### src/sv/laser_point_to_sample_interpolator_core_macros.svh
// Assertion macros used by the interpolator job queue.
// Include this header by its bare file name; it has no other dependencies.
`ifndef LASER_POINT_TO_SAMPLE_INTERPOLATOR_CORE_MACROS_SVH
`define LASER_POINT_TO_SAMPLE_INTERPOLATOR_CORE_MACROS_SVH

// The condition must hold in the same cycle as the trigger.
`define LPSI_ASSERT_IMP(label, clk, rst_n, ante, cons, msg) \
  label: assert property (@(posedge clk) disable iff (!rst_n) (ante) |-> (cons)) \
    else $error(msg);

// The condition must hold in the cycle after the trigger.
`define LPSI_ASSERT_NXT(label, clk, rst_n, ante, cons, msg) \
  label: assert property (@(posedge clk) disable iff (!rst_n) (ante) |=> (cons)) \
    else $error(msg);

`endif

### src/sv/lpsi_pkg.sv
// Types and constants of the laser point to sample interpolator.
// No dependencies; imported by every module of the block but the divider.
`default_nettype none
package lpsi_pkg;

  localparam int unsigned N_W         = 7;   // sub-point count, up to 64
  localparam int unsigned QUEUE_DEPTH = 2;

  typedef enum logic [2:0] {
    REG_FPS    = 3'd0,
    REG_PPS    = 3'd1,
    REG_SR     = 3'd2,
    REG_INV    = 3'd3,
    REG_CCOUNT = 3'd4,
    REG_CMAP   = 3'd5
  } reg_idx_e;

  typedef enum logic [2:0] {
    CH_X       = 3'd0,
    CH_Y       = 3'd1,
    CH_Z       = 3'd2,
    CH_BLANK   = 3'd3,
    CH_R       = 3'd4,
    CH_G       = 3'd5,
    CH_B       = 3'd6,
    CH_INVALID = 3'd7
  } chan_code_e;

  typedef struct packed {
    logic [9:0]  fps;
    logic [17:0] pps;
    logic [17:0] sr;
    logic [2:0]  inv;
    logic [2:0]  ccount;
    logic [20:0] cmap;
  } cfg_t;

  // One queued job: either a second-counter clear or a point to expand.
  typedef struct packed {
    logic             clr;
    logic [2:0][15:0] tgt;
    logic [7:0]       red;
    logic [7:0]       green;
    logic [7:0]       blue;
    logic [N_W-1:0]   n;
  } entry_t;

endpackage
`default_nettype wire

### src/sv/laser_point_to_sample_interpolator_core.sv
// Front: a point takes four 32-bit divisions on one shared divider. Back: a point takes
// a division for the repeat base, then per sub-point a 36-bit division for the repeat
// count, which sets the pace. The queue lets the front take a new point while the back
// is still expanding an earlier one.
// Reset: control state, frame and sample counters and the last position clear to zero,
// registers take their defaults; no clearing pass is needed.
`default_nettype none
module laser_point_to_sample_interpolator_core
  import lpsi_pkg::*;
#(
  parameter int unsigned MAX_SUB_POINTS = 64,
  parameter int unsigned MAX_CHANNELS   = 7
) (
  input  wire logic         clk_i,
  input  wire logic         rst_ni,
  // Configuration write port.
  input  wire logic         cfg_we_i,
  input  wire logic [2:0]   cfg_idx_i,
  input  wire logic [20:0]  cfg_wdata_i,
  // Input request stream.
  input  wire logic         s_axis_tvalid,
  output logic              s_axis_tready,
  // tdata, low bit up: pos_x, pos_y, pos_z, red, green, blue, point_index, point_total
  input  wire logic [103:0] s_axis_tdata,
  // tuser: command (0 point, 1 end of frame)
  input  wire logic [0:0]   s_axis_tuser,
  // Output sample stream.
  output logic              m_axis_tvalid,
  input  wire logic         m_axis_tready,
  // tdata, low bit up: chan0 .. chan6, repeat_count, zero padding
  output logic [135:0]      m_axis_tdata,
  output logic              m_axis_tlast,   // last sub-point of the input point
  // tuser: bad_signal
  output logic [0:0]        m_axis_tuser
);
  cfg_t   cfg_q;
  entry_t push_entry, head_entry;
  logic   push, pop, full, empty;
  logic [6:0][15:0] chan;
  logic [17:0]      rpt;
  logic             last, bad;

  // Configuration registers; writes beyond the list are dropped.
  always_ff @(posedge clk_i or negedge rst_ni) begin
    if (!rst_ni) begin
      cfg_q.fps    <= 10'd30;
      cfg_q.pps    <= 18'd30000;
      cfg_q.sr     <= 18'd48000;
      cfg_q.inv    <= 3'd0;
      cfg_q.ccount <= 3'd5;
      cfg_q.cmap   <= 21'd27400;
    end else if (cfg_we_i) begin
      case (reg_idx_e'(cfg_idx_i))
        REG_FPS:    cfg_q.fps    <= cfg_wdata_i[9:0];
        REG_PPS:    cfg_q.pps    <= cfg_wdata_i[17:0];
        REG_SR:     cfg_q.sr     <= cfg_wdata_i[17:0];
        REG_INV:    cfg_q.inv    <= cfg_wdata_i[2:0];
        REG_CCOUNT: cfg_q.ccount <= cfg_wdata_i[2:0];
        REG_CMAP:   cfg_q.cmap   <= cfg_wdata_i;
        default:    ;
      endcase
    end
  end

  // The front classifies each request and works out how many sub-points it gets.
  lpsi_front #(.MAX_SUB_POINTS(MAX_SUB_POINTS)) u_front (
    .clk_i, .rst_ni, .cfg_i(cfg_q),
    .in_valid_i(s_axis_tvalid), .in_ready_o(s_axis_tready),
    .cmd_i(s_axis_tuser[0]),
    .pos_x_i(s_axis_tdata[15:0]), .pos_y_i(s_axis_tdata[31:16]),
    .pos_z_i(s_axis_tdata[47:32]), .red_i(s_axis_tdata[55:48]),
    .green_i(s_axis_tdata[63:56]), .blue_i(s_axis_tdata[71:64]),
    .idx_i(s_axis_tdata[87:72]), .total_i(s_axis_tdata[103:88]),
    .push_o(push), .entry_o(push_entry), .full_i(full)
  );

  // Jobs wait here so the front can take new requests while the back is expanding.
  lpsi_queue u_queue (
    .clk_i, .rst_ni, .push_i(push), .data_i(push_entry), .full_o(full),
    .pop_i(pop), .empty_o(empty), .data_o(head_entry)
  );

  // The back interpolates each sub-point and holds it in the output register.
  lpsi_back #(.MAX_CHANNELS(MAX_CHANNELS)) u_back (
    .clk_i, .rst_ni, .cfg_i(cfg_q), .empty_i(empty), .entry_i(head_entry), .pop_o(pop),
    .out_valid_o(m_axis_tvalid), .out_ready_i(m_axis_tready),
    .chan_o(chan), .repeat_o(rpt), .last_o(last), .bad_o(bad)
  );

  assign m_axis_tdata = {6'd0, rpt, chan};
  assign m_axis_tlast = last;
  assign m_axis_tuser = bad;
endmodule
`default_nettype wire

### src/sv/lpsi_div.sv
// Restoring divider, one quotient bit per cycle, quotient and remainder.
// Depends on nothing; used by the front and back parts.
`default_nettype none
module lpsi_div #(
  parameter int unsigned NW = 32,
  parameter int unsigned DW = 18
) (
  input  wire logic          clk_i,
  input  wire logic          rst_ni,
  input  wire logic          start_i,
  input  wire logic [NW-1:0] num_i,
  input  wire logic [DW-1:0] den_i,
  output logic               busy_o,
  output logic [NW-1:0]      quo_o,
  output logic [DW-1:0]      rem_o
);
  localparam int unsigned CW = $clog2(NW + 1);

  logic [CW-1:0] cnt_q;
  logic [NW-1:0] quo_q;
  logic [DW-1:0] rem_q, den_q;
  logic [DW:0]   trial;

  assign trial  = {rem_q, quo_q[NW-1]};
  assign busy_o = start_i | (cnt_q != '0);
  assign quo_o  = quo_q;
  assign rem_o  = rem_q;

  always_ff @(posedge clk_i or negedge rst_ni) begin
    if (!rst_ni) begin
      cnt_q <= '0;
    end else if (start_i) begin
      cnt_q <= CW'(NW);
      quo_q <= num_i;
      rem_q <= '0;
      den_q <= den_i;
    end else if (cnt_q != '0) begin
      cnt_q <= cnt_q - 1'b1;
      if (trial >= {1'b0, den_q}) begin
        rem_q <= DW'(trial - {1'b0, den_q});
        quo_q <= {quo_q[NW-2:0], 1'b1};
      end else begin
        rem_q <= trial[DW-1:0];
        quo_q <= {quo_q[NW-2:0], 1'b0};
      end
    end
  end
endmodule
`default_nettype wire

### src/sv/lpsi_queue.sv
// Short job queue between the front and back parts.
// Depends on lpsi_pkg and the assertion macro header.
`default_nettype none
`include "laser_point_to_sample_interpolator_core_macros.svh"
module lpsi_queue
  import lpsi_pkg::*;
(
  input  wire logic   clk_i,
  input  wire logic   rst_ni,
  input  wire logic   push_i,
  input  wire entry_t data_i,
  output logic        full_o,
  input  wire logic   pop_i,
  output logic        empty_o,
  output entry_t      data_o
);
  localparam int unsigned PW = (QUEUE_DEPTH > 1) ? $clog2(QUEUE_DEPTH) : 1;
  localparam int unsigned CW = $clog2(QUEUE_DEPTH + 1);

  entry_t        mem_q [QUEUE_DEPTH];
  logic [PW-1:0] wr_q, rd_q;
  logic [CW-1:0] count_q;

  assign full_o  = (count_q == CW'(QUEUE_DEPTH));
  assign empty_o = (count_q == '0);
  assign data_o  = mem_q[rd_q];

  always_ff @(posedge clk_i) begin
    if (push_i) begin
      mem_q[wr_q] <= data_i;
    end
  end

  always_ff @(posedge clk_i or negedge rst_ni) begin
    if (!rst_ni) begin
      wr_q    <= '0;
      rd_q    <= '0;
      count_q <= '0;
    end else begin
      if (push_i) begin
        wr_q <= (wr_q == PW'(QUEUE_DEPTH - 1)) ? '0 : wr_q + 1'b1;
      end
      if (pop_i) begin
        rd_q <= (rd_q == PW'(QUEUE_DEPTH - 1)) ? '0 : rd_q + 1'b1;
      end
      if (push_i && !pop_i) begin
        count_q <= count_q + 1'b1;
      end else if (pop_i && !push_i) begin
        count_q <= count_q - 1'b1;
      end
    end
  end

  `LPSI_ASSERT_IMP(a_no_overflow, clk_i, rst_ni, push_i, !full_o, "push into full queue")
  `LPSI_ASSERT_IMP(a_no_underflow, clk_i, rst_ni, pop_i, !empty_o, "pop from empty queue")
  `LPSI_ASSERT_NXT(a_fill_tracks, clk_i, rst_ni, push_i && !pop_i, count_q == $past(count_q) + 1'b1, "fill count lost a push")
endmodule
`default_nettype wire

### src/sv/lpsi_front.sv
// Front part: accepts points and frame markers, computes sub-point counts.
// Depends on lpsi_pkg and lpsi_div.
`default_nettype none
module lpsi_front
  import lpsi_pkg::*;
#(
  parameter int unsigned MAX_SUB_POINTS = 64
) (
  input  wire logic         clk_i,
  input  wire logic         rst_ni,
  input  wire cfg_t         cfg_i,
  input  wire logic         in_valid_i,
  output logic              in_ready_o,
  input  wire logic         cmd_i,
  input  wire logic [15:0]  pos_x_i,
  input  wire logic [15:0]  pos_y_i,
  input  wire logic [15:0]  pos_z_i,
  input  wire logic [7:0]   red_i,
  input  wire logic [7:0]   green_i,
  input  wire logic [7:0]   blue_i,
  input  wire logic [15:0]  idx_i,
  input  wire logic [15:0]  total_i,
  output logic              push_o,
  output entry_t            entry_o,
  input  wire logic         full_i
);
  typedef enum logic [2:0] {
    F_IDLE, F_DIV1, F_MOD1, F_DIV2, F_MOD2, F_PUSH
  } state_e;

  state_e      state_q;
  logic [9:0]  fis_q;
  logic [15:0] idx_q, total_q;
  logic [17:0] base_q, rest_q;
  entry_t      entry_q;
  logic        div_start_q;
  logic [31:0] div_num_q;
  logic [17:0] div_den_q;
  logic        div_busy;
  logic [31:0] div_quo;
  logic [17:0] div_rem;

  logic [10:0] f_next;
  logic [19:0] m1;
  logic [31:0] m2;
  logic [10:0] sum1;
  logic [16:0] sum2;
  logic [17:0] share;
  logic [17:0] n_full;
  logic [15:0] t_x, t_y, t_z;

  lpsi_div #(.NW(32), .DW(18)) u_div (
    .clk_i, .rst_ni, .start_i(div_start_q), .num_i(div_num_q), .den_i(div_den_q),
    .busy_o(div_busy), .quo_o(div_quo), .rem_o(div_rem)
  );

  assign in_ready_o = (state_q == F_IDLE);
  assign push_o     = (state_q == F_PUSH) && !full_i;
  assign entry_o    = entry_q;

  always_comb begin
    f_next = {1'b0, fis_q} + 11'd1;
    // The remainder is taken straight from the divider, as it is registered in the same cycle.
    m1     = fis_q * div_rem[9:0];
    m2     = idx_q * div_rem[15:0];
    sum1   = {1'b0, div_rem[9:0]} + {1'b0, rest_q[9:0]};
    share  = base_q + 18'(sum1 >= {1'b0, cfg_i.fps});
    sum2   = {1'b0, div_rem[15:0]} + {1'b0, rest_q[15:0]};
    n_full = base_q + 18'(sum2 >= {1'b0, total_q});
    t_x    = cfg_i.inv[0] ? 16'(16'd0 - pos_x_i) : pos_x_i;
    t_y    = cfg_i.inv[1] ? 16'(16'd0 - pos_y_i) : pos_y_i;
    t_z    = cfg_i.inv[2] ? 16'(16'd0 - pos_z_i) : pos_z_i;
  end

  always_ff @(posedge clk_i or negedge rst_ni) begin
    if (!rst_ni) begin
      state_q     <= F_IDLE;
      fis_q       <= '0;
      div_start_q <= 1'b0;
    end else begin
      div_start_q <= 1'b0;
      case (state_q)
        F_IDLE: begin
          if (in_valid_i) begin
            idx_q         <= idx_i;
            total_q       <= total_i;
            entry_q.clr   <= cmd_i;
            entry_q.tgt   <= {t_z, t_y, t_x};
            entry_q.red   <= red_i;
            entry_q.green <= green_i;
            entry_q.blue  <= blue_i;
            entry_q.n     <= '0;
            if (cmd_i) begin
              // End of frame; wrapping the frame count also restarts the second.
              if (f_next >= {1'b0, cfg_i.fps}) begin
                fis_q   <= '0;
                state_q <= F_PUSH;
              end else begin
                fis_q <= f_next[9:0];
              end
            end else if (cfg_i.fps != '0 && total_i != '0) begin
              div_num_q   <= {14'd0, cfg_i.pps};
              div_den_q   <= {8'd0, cfg_i.fps};
              div_start_q <= 1'b1;
              state_q     <= F_DIV1;
            end
          end
        end
        F_DIV1: begin
          if (!div_busy) begin
            base_q      <= div_quo[17:0];
            rest_q      <= {8'd0, div_rem[9:0]};
            div_num_q   <= {12'd0, m1};
            div_den_q   <= {8'd0, cfg_i.fps};
            div_start_q <= 1'b1;
            state_q     <= F_MOD1;
          end
        end
        F_MOD1: begin
          if (!div_busy) begin
            div_num_q   <= {14'd0, share};
            div_den_q   <= {2'd0, total_q};
            div_start_q <= 1'b1;
            state_q     <= F_DIV2;
          end
        end
        F_DIV2: begin
          if (!div_busy) begin
            base_q      <= div_quo[17:0];
            rest_q      <= {2'd0, div_rem[15:0]};
            div_num_q   <= m2;
            div_den_q   <= {2'd0, total_q};
            div_start_q <= 1'b1;
            state_q     <= F_MOD2;
          end
        end
        F_MOD2: begin
          if (!div_busy) begin
            if (n_full == '0) begin
              state_q <= F_IDLE;
            end else begin
              entry_q.n <= (n_full > 18'(MAX_SUB_POINTS)) ? N_W'(MAX_SUB_POINTS)
                                                          : n_full[N_W-1:0];
              state_q   <= F_PUSH;
            end
          end
        end
        F_PUSH: begin
          if (!full_i) begin
            state_q <= F_IDLE;
          end
        end
        default: state_q <= F_IDLE;
      endcase
    end
  end
endmodule
`default_nettype wire

### src/sv/lpsi_back.sv
// Back part: expands queued points into interpolated sample sets.
// Depends on lpsi_pkg and lpsi_div.
`default_nettype none
module lpsi_back
  import lpsi_pkg::*;
#(
  parameter int unsigned MAX_CHANNELS = 7
) (
  input  wire logic          clk_i,
  input  wire logic          rst_ni,
  input  wire cfg_t          cfg_i,
  input  wire logic          empty_i,
  input  wire entry_t        entry_i,
  output logic               pop_o,
  output logic               out_valid_o,
  input  wire logic          out_ready_i,
  output logic [6:0][15:0]   chan_o,
  output logic [17:0]        repeat_o,
  output logic               last_o,
  output logic               bad_o
);
  typedef enum logic [2:0] {
    B_IDLE, B_BASE, B_SUB, B_WAIT, B_OUT
  } state_e;

  state_e           state_q;
  entry_t           cur_q;
  logic [2:0][15:0] prev_q, d_q;
  logic [N_W-1:0]   p_q;
  logic [17:0]      pts_q, base_sr_q, rest_sr_q;
  logic             out_valid_q;
  logic [6:0][15:0] chan_q;
  logic [17:0]      repeat_q;
  logic             last_q, bad_q;

  logic             sr_start_q;
  logic [35:0]      sr_num_q;
  logic             sr_busy;
  logic [35:0]      sr_quo;
  logic [17:0]      sr_rem;

  logic             ax_start_q;
  logic [2:0][21:0] ax_num_q;
  logic [2:0]       ax_neg_q;
  logic [2:0]       ax_busy;
  logic [2:0][21:0] ax_quo;
  logic [2:0][N_W-1:0] ax_rem;

  logic [35:0]      m3;
  logic [18:0]      sum3;
  logic [17:0]      rpt;
  logic [2:0][15:0] pos;
  logic [2:0][23:0] prod;
  logic [15:0]      cr, cg, cb, blank;
  logic [2:0]       used;
  logic [6:0][15:0] chan_d;
  logic             bad_d;
  logic             load;

  lpsi_div #(.NW(36), .DW(18)) u_sr_div (
    .clk_i, .rst_ni, .start_i(sr_start_q), .num_i(sr_num_q), .den_i(cfg_i.pps),
    .busy_o(sr_busy), .quo_o(sr_quo), .rem_o(sr_rem)
  );

  for (genvar a = 0; a < 3; a++) begin : g_axis
    lpsi_div #(.NW(22), .DW(N_W)) u_ax_div (
      .clk_i, .rst_ni, .start_i(ax_start_q), .num_i(ax_num_q[a]), .den_i(cur_q.n),
      .busy_o(ax_busy[a]), .quo_o(ax_quo[a]), .rem_o(ax_rem[a])
    );
  end

  assign pop_o       = (state_q == B_IDLE) && !empty_i;
  assign load        = (state_q == B_OUT) && (!out_valid_q || out_ready_i);
  assign out_valid_o = out_valid_q;
  assign chan_o      = chan_q;
  assign repeat_o    = repeat_q;
  assign last_o      = last_q;
  assign bad_o       = bad_q;

  always_comb begin
    m3   = pts_q * rest_sr_q;
    sum3 = {1'b0, sr_rem} + {1'b0, rest_sr_q};
    rpt  = (cfg_i.pps == '0) ? '0 : base_sr_q + 18'(sum3 >= {1'b0, cfg_i.pps});
    for (int a = 0; a < 3; a++) begin
      prod[a] = $signed(d_q[a]) * $signed({1'b0, p_q});
      pos[a]  = prev_q[a] + (ax_neg_q[a] ? 16'(22'd0 - ax_quo[a]) : ax_quo[a][15:0]);
    end
    cr    = {1'b0, cur_q.red, 7'd0};
    cg    = {1'b0, cur_q.green, 7'd0};
    cb    = {1'b0, cur_q.blue, 7'd0};
    blank = ((cur_q.red | cur_q.green | cur_q.blue) != '0) ? 16'h7FFF : 16'h0000;
    used  = (cfg_i.ccount < 3'(MAX_CHANNELS)) ? cfg_i.ccount : 3'(MAX_CHANNELS);
    bad_d = 1'b0;
    for (int j = 0; j < 7; j++) begin
      chan_d[j] = '0;
      if (3'(j) < used) begin
        case (chan_code_e'(cfg_i.cmap[3*j +: 3]))
          CH_X:     chan_d[j] = pos[0];
          CH_Y:     chan_d[j] = pos[1];
          CH_Z:     chan_d[j] = pos[2];
          CH_BLANK: chan_d[j] = blank;
          CH_R:     chan_d[j] = cr;
          CH_G:     chan_d[j] = cg;
          CH_B:     chan_d[j] = cb;
          default: begin
            chan_d[j] = '0;
            bad_d     = 1'b1;
          end
        endcase
      end
    end
  end

  always_ff @(posedge clk_i or negedge rst_ni) begin
    if (!rst_ni) begin
      state_q     <= B_IDLE;
      prev_q      <= '0;
      pts_q       <= '0;
      out_valid_q <= 1'b0;
      sr_start_q  <= 1'b0;
      ax_start_q  <= 1'b0;
    end else begin
      sr_start_q <= 1'b0;
      ax_start_q <= 1'b0;
      if (load) begin
        out_valid_q <= 1'b1;
      end else if (out_ready_i) begin
        out_valid_q <= 1'b0;
      end
      case (state_q)
        B_IDLE: begin
          if (!empty_i) begin
            cur_q <= entry_i;
            if (entry_i.clr) begin
              pts_q <= '0;
            end else begin
              for (int a = 0; a < 3; a++) begin
                d_q[a] <= entry_i.tgt[a] - prev_q[a];
              end
              p_q <= N_W'(1);
              if (cfg_i.pps == '0) begin
                base_sr_q <= '0;
                rest_sr_q <= '0;
                state_q   <= B_SUB;
              end else begin
                sr_num_q   <= {18'd0, cfg_i.sr};
                sr_start_q <= 1'b1;
                state_q    <= B_BASE;
              end
            end
          end
        end
        B_BASE: begin
          if (!sr_busy) begin
            base_sr_q <= sr_quo[17:0];
            rest_sr_q <= sr_rem;
            state_q   <= B_SUB;
          end
        end
        B_SUB: begin
          sr_num_q   <= m3;
          sr_start_q <= 1'b1;
          for (int a = 0; a < 3; a++) begin
            ax_neg_q[a] <= prod[a][23];
            ax_num_q[a] <= prod[a][23] ? 22'(24'd0 - prod[a]) : prod[a][21:0];
          end
          ax_start_q <= 1'b1;
          state_q    <= B_WAIT;
        end
        B_WAIT: begin
          if (!sr_busy && (ax_busy == '0)) begin
            state_q <= B_OUT;
          end
        end
        B_OUT: begin
          if (load) begin
            chan_q   <= chan_d;
            repeat_q <= rpt;
            last_q   <= (p_q == cur_q.n);
            bad_q    <= bad_d;
            pts_q    <= pts_q + 1'b1;
            if (p_q == cur_q.n) begin
              prev_q  <= cur_q.tgt;
              state_q <= B_IDLE;
            end else begin
              p_q     <= p_q + 1'b1;
              state_q <= B_SUB;
            end
          end
        end
        default: state_q <= B_IDLE;
      endcase
    end
  end
endmodule
`default_nettype wire

### config.mk
export PLATFORM = sky130hd
export DESIGN_NAME = laser_point_to_sample_interpolator_core
export DESIGN_NICKNAME = d
export VERILOG_FILES = /design/src/sv/lpsi_pkg.sv /design/src/sv/laser_point_to_sample_interpolator_core.sv /design/src/sv/lpsi_div.sv /design/src/sv/lpsi_queue.sv /design/src/sv/lpsi_front.sv /design/src/sv/lpsi_back.sv
export VERILOG_INCLUDE_DIRS = /design/src /design/src/sv
export SDC_FILE = /design/constraint.sdc
export NUM_CORES = 2
export LEC_CHECK = 0
export ABC_AREA = 1
export BUFFER_PORTS_ARGS = -buffer_cell sky130_fd_sc_hd__buf_2
export CORE_AREA = 2 2 380 532
export DETAILED_ROUTE_END_ITERATION = 6
export DIE_AREA = 0 0 382 534
export PLACE_DENSITY = 0.75
export SYNTH_ARGS = -nofsm -noshare
export SYNTH_HDL_FRONTEND = slang
export SYNTH_SLANG_ARGS = --single-unit
### constraint.sdc
create_clock -name clk_i -period 7.8 [get_ports clk_i]
set_input_delay 1.56 -clock clk_i [delete_from_list [all_inputs] [get_ports clk_i]]
set_output_delay 1.56 -clock clk_i [all_outputs]
set_load 0.03 [all_outputs]
# After elaboration in Yosys (flattened, before gate mapping)

Memories as Yosys holds them, arrays and structs flattened.
Cells that the tools add are included.

Flip-flop bits (word level): 1027
Bits in writable memories: 160
Memories kept: 1
Word-level logic and storage cells: 470
Bits of input ports: 134

Add/subtract/negate cells: 38
Bitwise gates (word level): 10
Magnitude comparators: 18
Equality and inequality tests: 79
Reductions and logical operators: 92
Multiply operators: 6
Muxes and demuxes: 146

Memory list:

| name          | depth | bits a word | rd ports | clocked after Yosys merged registers in | write ports | RTL line         | source |
|---|---|---|---|---|---|---|---|
| u_queue.mem_q | 2     | 80          | 1        | 0                                       | 1           | lpsi_queue.sv:20 | `entry_t mem_q [QUEUE_DEPTH];` |

Operators by type and width:

| operator              | number |
|---|---|
| $pmux 16 s7           | 7 |
| $mux 18               | 17 |
| $mux 32               | 8 |
| $mux 22               | 9 |
| $mux 36               | 5 |
| $mux 16               | 8 |
| $pmux 32 s4           | 1 |
| $pmux 18 s2           | 3 |
| $mux 7                | 14 |
| $sub 1x16->16 const A | 6 |
| $eq 3x3->1 const B    | 26 |
| $mul 16x8->24         | 3 |
| $pmux 36 s2           | 1 |
| $sub 1x22->22 const A | 3 |
| $eq 3x2->1 const B    | 20 |
| $ge 19x18->1          | 3 |
| $add 18x1->18         | 3 |
| $pmux 18 s3           | 1 |
| $reduce_or 7->1       | 7 |
| $add 16x16->16        | 3 |
| $mux 3                | 16 |
| $sub 16x16->16        | 3 |
| $logic_not 18->1      | 2 |
| $mul 18x18->36        | 1 |
| other kinds (66)      | 219 |

# Logic depth before layout (Yosys ltp)

Depth in word-level cells: 16
Gate-level depth with buffers: 33
Mapped depth without buffers: 33

# By module

A second synthesis with hierarchy kept.

Cell total of the unflattened synthesis: 12252
Area total of the unflattened synthesis: 102667.2 um2

By module, submodules not included:

| module                                    | cells an instance | area an instance (um2) | sequential area each (um2) | instances |
|---|---|---|---|---|
| lpsi_back                                 | 6936              | 54030.6                | 14023.4                    | 1 |
| lpsi_front                                | 2830              | 23412.5                | 6175.9                     | 1 |
| lpsi_div at u_back.g_axis[0].u_ax_div ... | 264               | 2257.2                 | 1206.2                     | 3 |
| lpsi_queue                                | 274               | 6379.9                 | 4904.7                     | 1 |
| lpsi_div at u_back.u_sr_div               | 552               | 4613.2                 | 2312.2                     | 1 |
| lpsi_div at u_front.u_div                 | 535               | 4450.5                 | 2192.1                     | 1 |
| laser_point_to_sample_interpolator_core   | 333               | 3009.1                 | 1859.3                     | 1 |

# Least setup slack after synthesis

No wires, ideal clock.

Path kind: input to register
From: input port rst_ni
To: register u_front.entry_q (netlist bit u_front.entry_o[10]), enable pin
Stages on the path: 4
Path buffers: 2
Setup slack: -2082 ps
Data arrival time: 9185 ps
Cells stage by stage: buf_2 > inv_1 > clkbuf_1 > nor3_1

Word-level cells in the longest chain between the ends: 1

Ends and longest elaborated chain:

| item                       | RTL line                                      | source |
|---|---|---|
| start, declared            | laser_point_to_sample_interpolator_core.sv:15 | `input wire logic rst_ni,` |
| $reduce_and 3->1 (no line) | --                                            |  |
| end, declared              | lpsi_front.sv:35                              | `entry_t entry_q;` |

No other way between the ends.
A chain may end at the register's enable or synchronous reset.

# Worst setup path after layout

From: register u_back.pts_q[16]
To: register u_back.sr_num_q[35] (data pin)

Word-level cells in the longest chain between the ends: 2

Ends and longest elaborated chain:

| item                   | RTL line         | source |
|---|---|---|
| start, declared        | lpsi_back.sv:30  | `logic [17:0] pts_q, base_sr_q, rest_sr_q;` |
| start signal, assigned | lpsi_back.sv:181 | `pts_q <= pts_q + 1'b1;` |
| $mul 18x18->36         | lpsi_back.sv:81  | `m3 = pts_q * rest_sr_q;` |
| $pmux 36 s2            | lpsi_back.sv:130 | `case (state_q)` |
| end signal, assigned   | lpsi_back.sv:146 | `sr_num_q <= {18'd0, cfg_i.sr};` |
| end signal, assigned   | lpsi_back.sv:161 | `sr_num_q <= m3;` |
| end, declared          | lpsi_back.sv:37  | `logic [35:0] sr_num_q;` |

No other way between the ends.

==> reports/results.ini <==
[setup_path]
cp-end-kind=flip-flop
crit_path_start_kind=flip-flop
reg2reg_depth=19
worst_ep_arrival_time_ps=6760
cp_data_required_time_ps=8240
crit_type=reg2reg
worstPathMaxFanout=21
rr_endpoint=u_back.sr_num_q[35]$_SDFFCE_PN0P_
reg2reg_from=u_back.pts_q[16]$_DFFE_PN0P_
r2r_slack_ps=1480
critPathLaunch=u_back.pts_q[16]$_DFFE_PN0P_
setup.worst_path.end=u_back.sr_num_q[35]$_SDFFCE_PN0P_

[sta]
relSlewSlack_pct=-2.07
worst_pin_slew_ps=1520
hold_viol=0
timing.final.crit_share_pct=81.0
slew_violations=8
layout_min_cycle_time_ps=6320
skew_ps=91.4
rsz0062_at_grt=false
setup_viol=0
timing.hold.ws_ps=421
setup_tns_ps=0
max_freq_ghz=0.158

[placement]
gp_congestion=1.00
post-place-cells=14400
dpl.hpwl_um=222000
numPortBuffers=267

[routing]
num_vias=79900
dr.pass1.iters=7
routed_wl_um=287000
avgRoutedWirePerCell_um=19.6
drc_errors=7
initialDrtViolationCount=6912
antenna_left=0
vias_per_cell=5.46

[run]
drv_cap=1

[global_routing]
grt_pass1_wl_um=446000
grt_usage_pct=28.3
grt_pass1_vias=80300
antenna_found_initial=27
gr-total-overflow=0
grt_start_max_net_pins=133

[clocking]
postCtsHoldBufs=0
cts_made_buffers=116
cts.path.max_buffers=3
cts_resized=0
htreeDepth=3
postCtsSetupBuffers=0
insertion_delay_ps=770
clkSlewWorstSetupHoldPaths_ps=60
cts_sinks=1183
cts_root_buf=clkbuf_16
cts_tree=built

[synth]
synth_cells=11800
yosys.area.top_type=edfxtp_1
ys_ff_latch=1183
synthDistinctLibCells=73
synth-main-ff-cell=edfxtp_1
syn_area_per_cell_um2=8.40
synthMostInstantiatedCell=nand2_1
yosysTopAreaCellShare_pct=30.1
synth_area_um2=99000
seq_area_frac_synth_pct=34.9
synth_area_leaders=edfxtp_1 30%, fa_1 16%, nand2_1 11%, inv_1 9.2%, ha_1 8.5%
ys_warn_count=0
synth_common_cells=2966 x nand2_1, 2423 x inv_1, 993 x edfxtp_1
synth-async-reset-ratio_pct=16.1
synth_enable_flop_cells=993

[cells_and_area]
syn2layout_area_growth_pct=7.99
nNetsFinal=13500
drive_gt1_share_pct=5.51
finalNonFillerCells=14600

[min_path]
hold_class=reg2reg

[run_status]
status=finished with violations
violations=design-rule violations, max-capacitance violations, max-slew violations

[die]
die_h_um=534
die_x_um=382
core-area_um2=199000
die-area_um2=204000
rows=194
io_pins=274
start_util_pct=49.7

==> cells in the final DEF (no fill, tap or decap), drive strengths merged, types with 92 or more instances in the layout <==
cell type / synthesis / final
a21oi: 482 / 482
buf: 71 / 340
clkbuf: 296 / 149
dfrtp: 164 / 164
edfxtp: 993 / 993
fa: 783 / 783
ha: 673 / 673
inv: 2428 / 2446
nand2: 2982 / 2982
nand3: 523 / 523
nand4: 92 / 92
nor2: 792 / 792
nor3: 160 / 160
o21ai: 512 / 512
o22ai: 98 / 98
xnor2: 117 / 117
xor2: 230 / 230
==> kinds of logic after synthesis <==
group | Yosys count | synth area share (%)
simple gates | 4653 | 19.2
buf+inv | 2803 | 10.8
fa+ha+maj | 1456 | 24.3
compound gates | 1350 | 7.64
flops | 1183 | 34.9
xor+xnor | 347 | 3.08
other cells | 1 | 0.00379
mux | 1 | 0.0114
==> worst min-delay path by stage <==
stage	start	end	slack [ps]	cells past startpoint
after floorplan	u_front.div_den_q[0]$_DFFE_PP_	u_front.u_div.den_q[0]$_DFFE_PP_	400	0
after global placement	u_front.div_den_q[12]$_SDFFCE_PP0P_	u_front.u_div.den_q[12]$_DFFE_PP_	400	0
after detailed placement	u_front.div_den_q[7]$_DFFE_PP_	u_front.u_div.den_q[7]$_DFFE_PP_	410	0
after CTS	u_front.div_den_q[14]$_SDFFCE_PP0P_	u_front.u_div.den_q[14]$_DFFE_PP_	420	0
after global routing	u_front.div_den_q[2]$_DFFE_PP_	u_front.u_div.den_q[2]$_DFFE_PP_	420	0
final	u_front.div_den_q[2]$_DFFE_PP_	u_front.u_div.den_q[2]$_DFFE_PP_	420	0
==> critical path, stage by stage (launching register included) <==
cell	delay (ps)
dfrtp_1	910
nand2_1	170
fa_1	570
inv_1	50
fa_1	460
fa_1	650
inv_1	100
fa_1	520
fa_1	500
inv_1	60
fa_1	440
ha_1	400
a21oi_1	250
o21ai_0	150
a21oi_1	150
nand3_1	230
a31oi_1	250
nand2_1	70
nand2_1	60
nor2_1	40
==> through the flow <==
step	setup WS (ps)	utilization [%]	cell area, um2
6_report	1480	53.7	107000
3_3_place_gp	1710	51.6	103000
3_5_place_dp	1550	51.6	103000
5_1_grt	960	53.7	107000
4_1_cts	1520	53.6	107000
2_1_floorplan	1200	-	99100
==> registers in the layout, summed over array words and instances, names as in the netlist, 21 cells and up <==
| register | cells |
|---|---|
| u_back.sr_num_q | 36 |
| u_front.div_num_q | 32 |
| u_queue.mem_q | 160 |
| u_back.g_axis.u_ax_div.rem_o | 21 |
| u_front.u_div.quo_o | 32 |
| u_back.d_q | 48 |
| u_back.prev_q | 48 |
| u_front.entry_o | 80 |
| u_back.chan_o | 112 |
| u_back.g_axis.u_ax_div.quo_o | 66 |
| u_back.u_sr_div.quo_o | 36 |
| u_back.cur_q | 55 |
| cfg_q | 73 |
| u_back.ax_num_q | 66 |
==> per-layer routing <==
metal	part of all wire, %	wire length, um	global-route usage, %	up-vias
met5	0.033	96	0	-
met4	6.8	19500	16.8	14
met3	8.1	23100	4.83	979
met2	48	137000	48.1	3551
met1	37	107000	33.6	38000
li1	-	-	-	37300
==> cell type report <==
cell class / count / area [um2]
antenna: 11 / 27.5
clock buffer: 149 / 3130
clock inverter: 70 / 853
fill: 18200 / 92300
inverter: 2436 / 9150
multi-input combinational: 7813 / 53900
sequential: 1183 / 34600
tap: 2646 / 3310
timing repair buffer: 340 / 1940
Power is not shown: default switching activity piles up to over one toggle a cycle in this logic, so the estimate is an artifact.
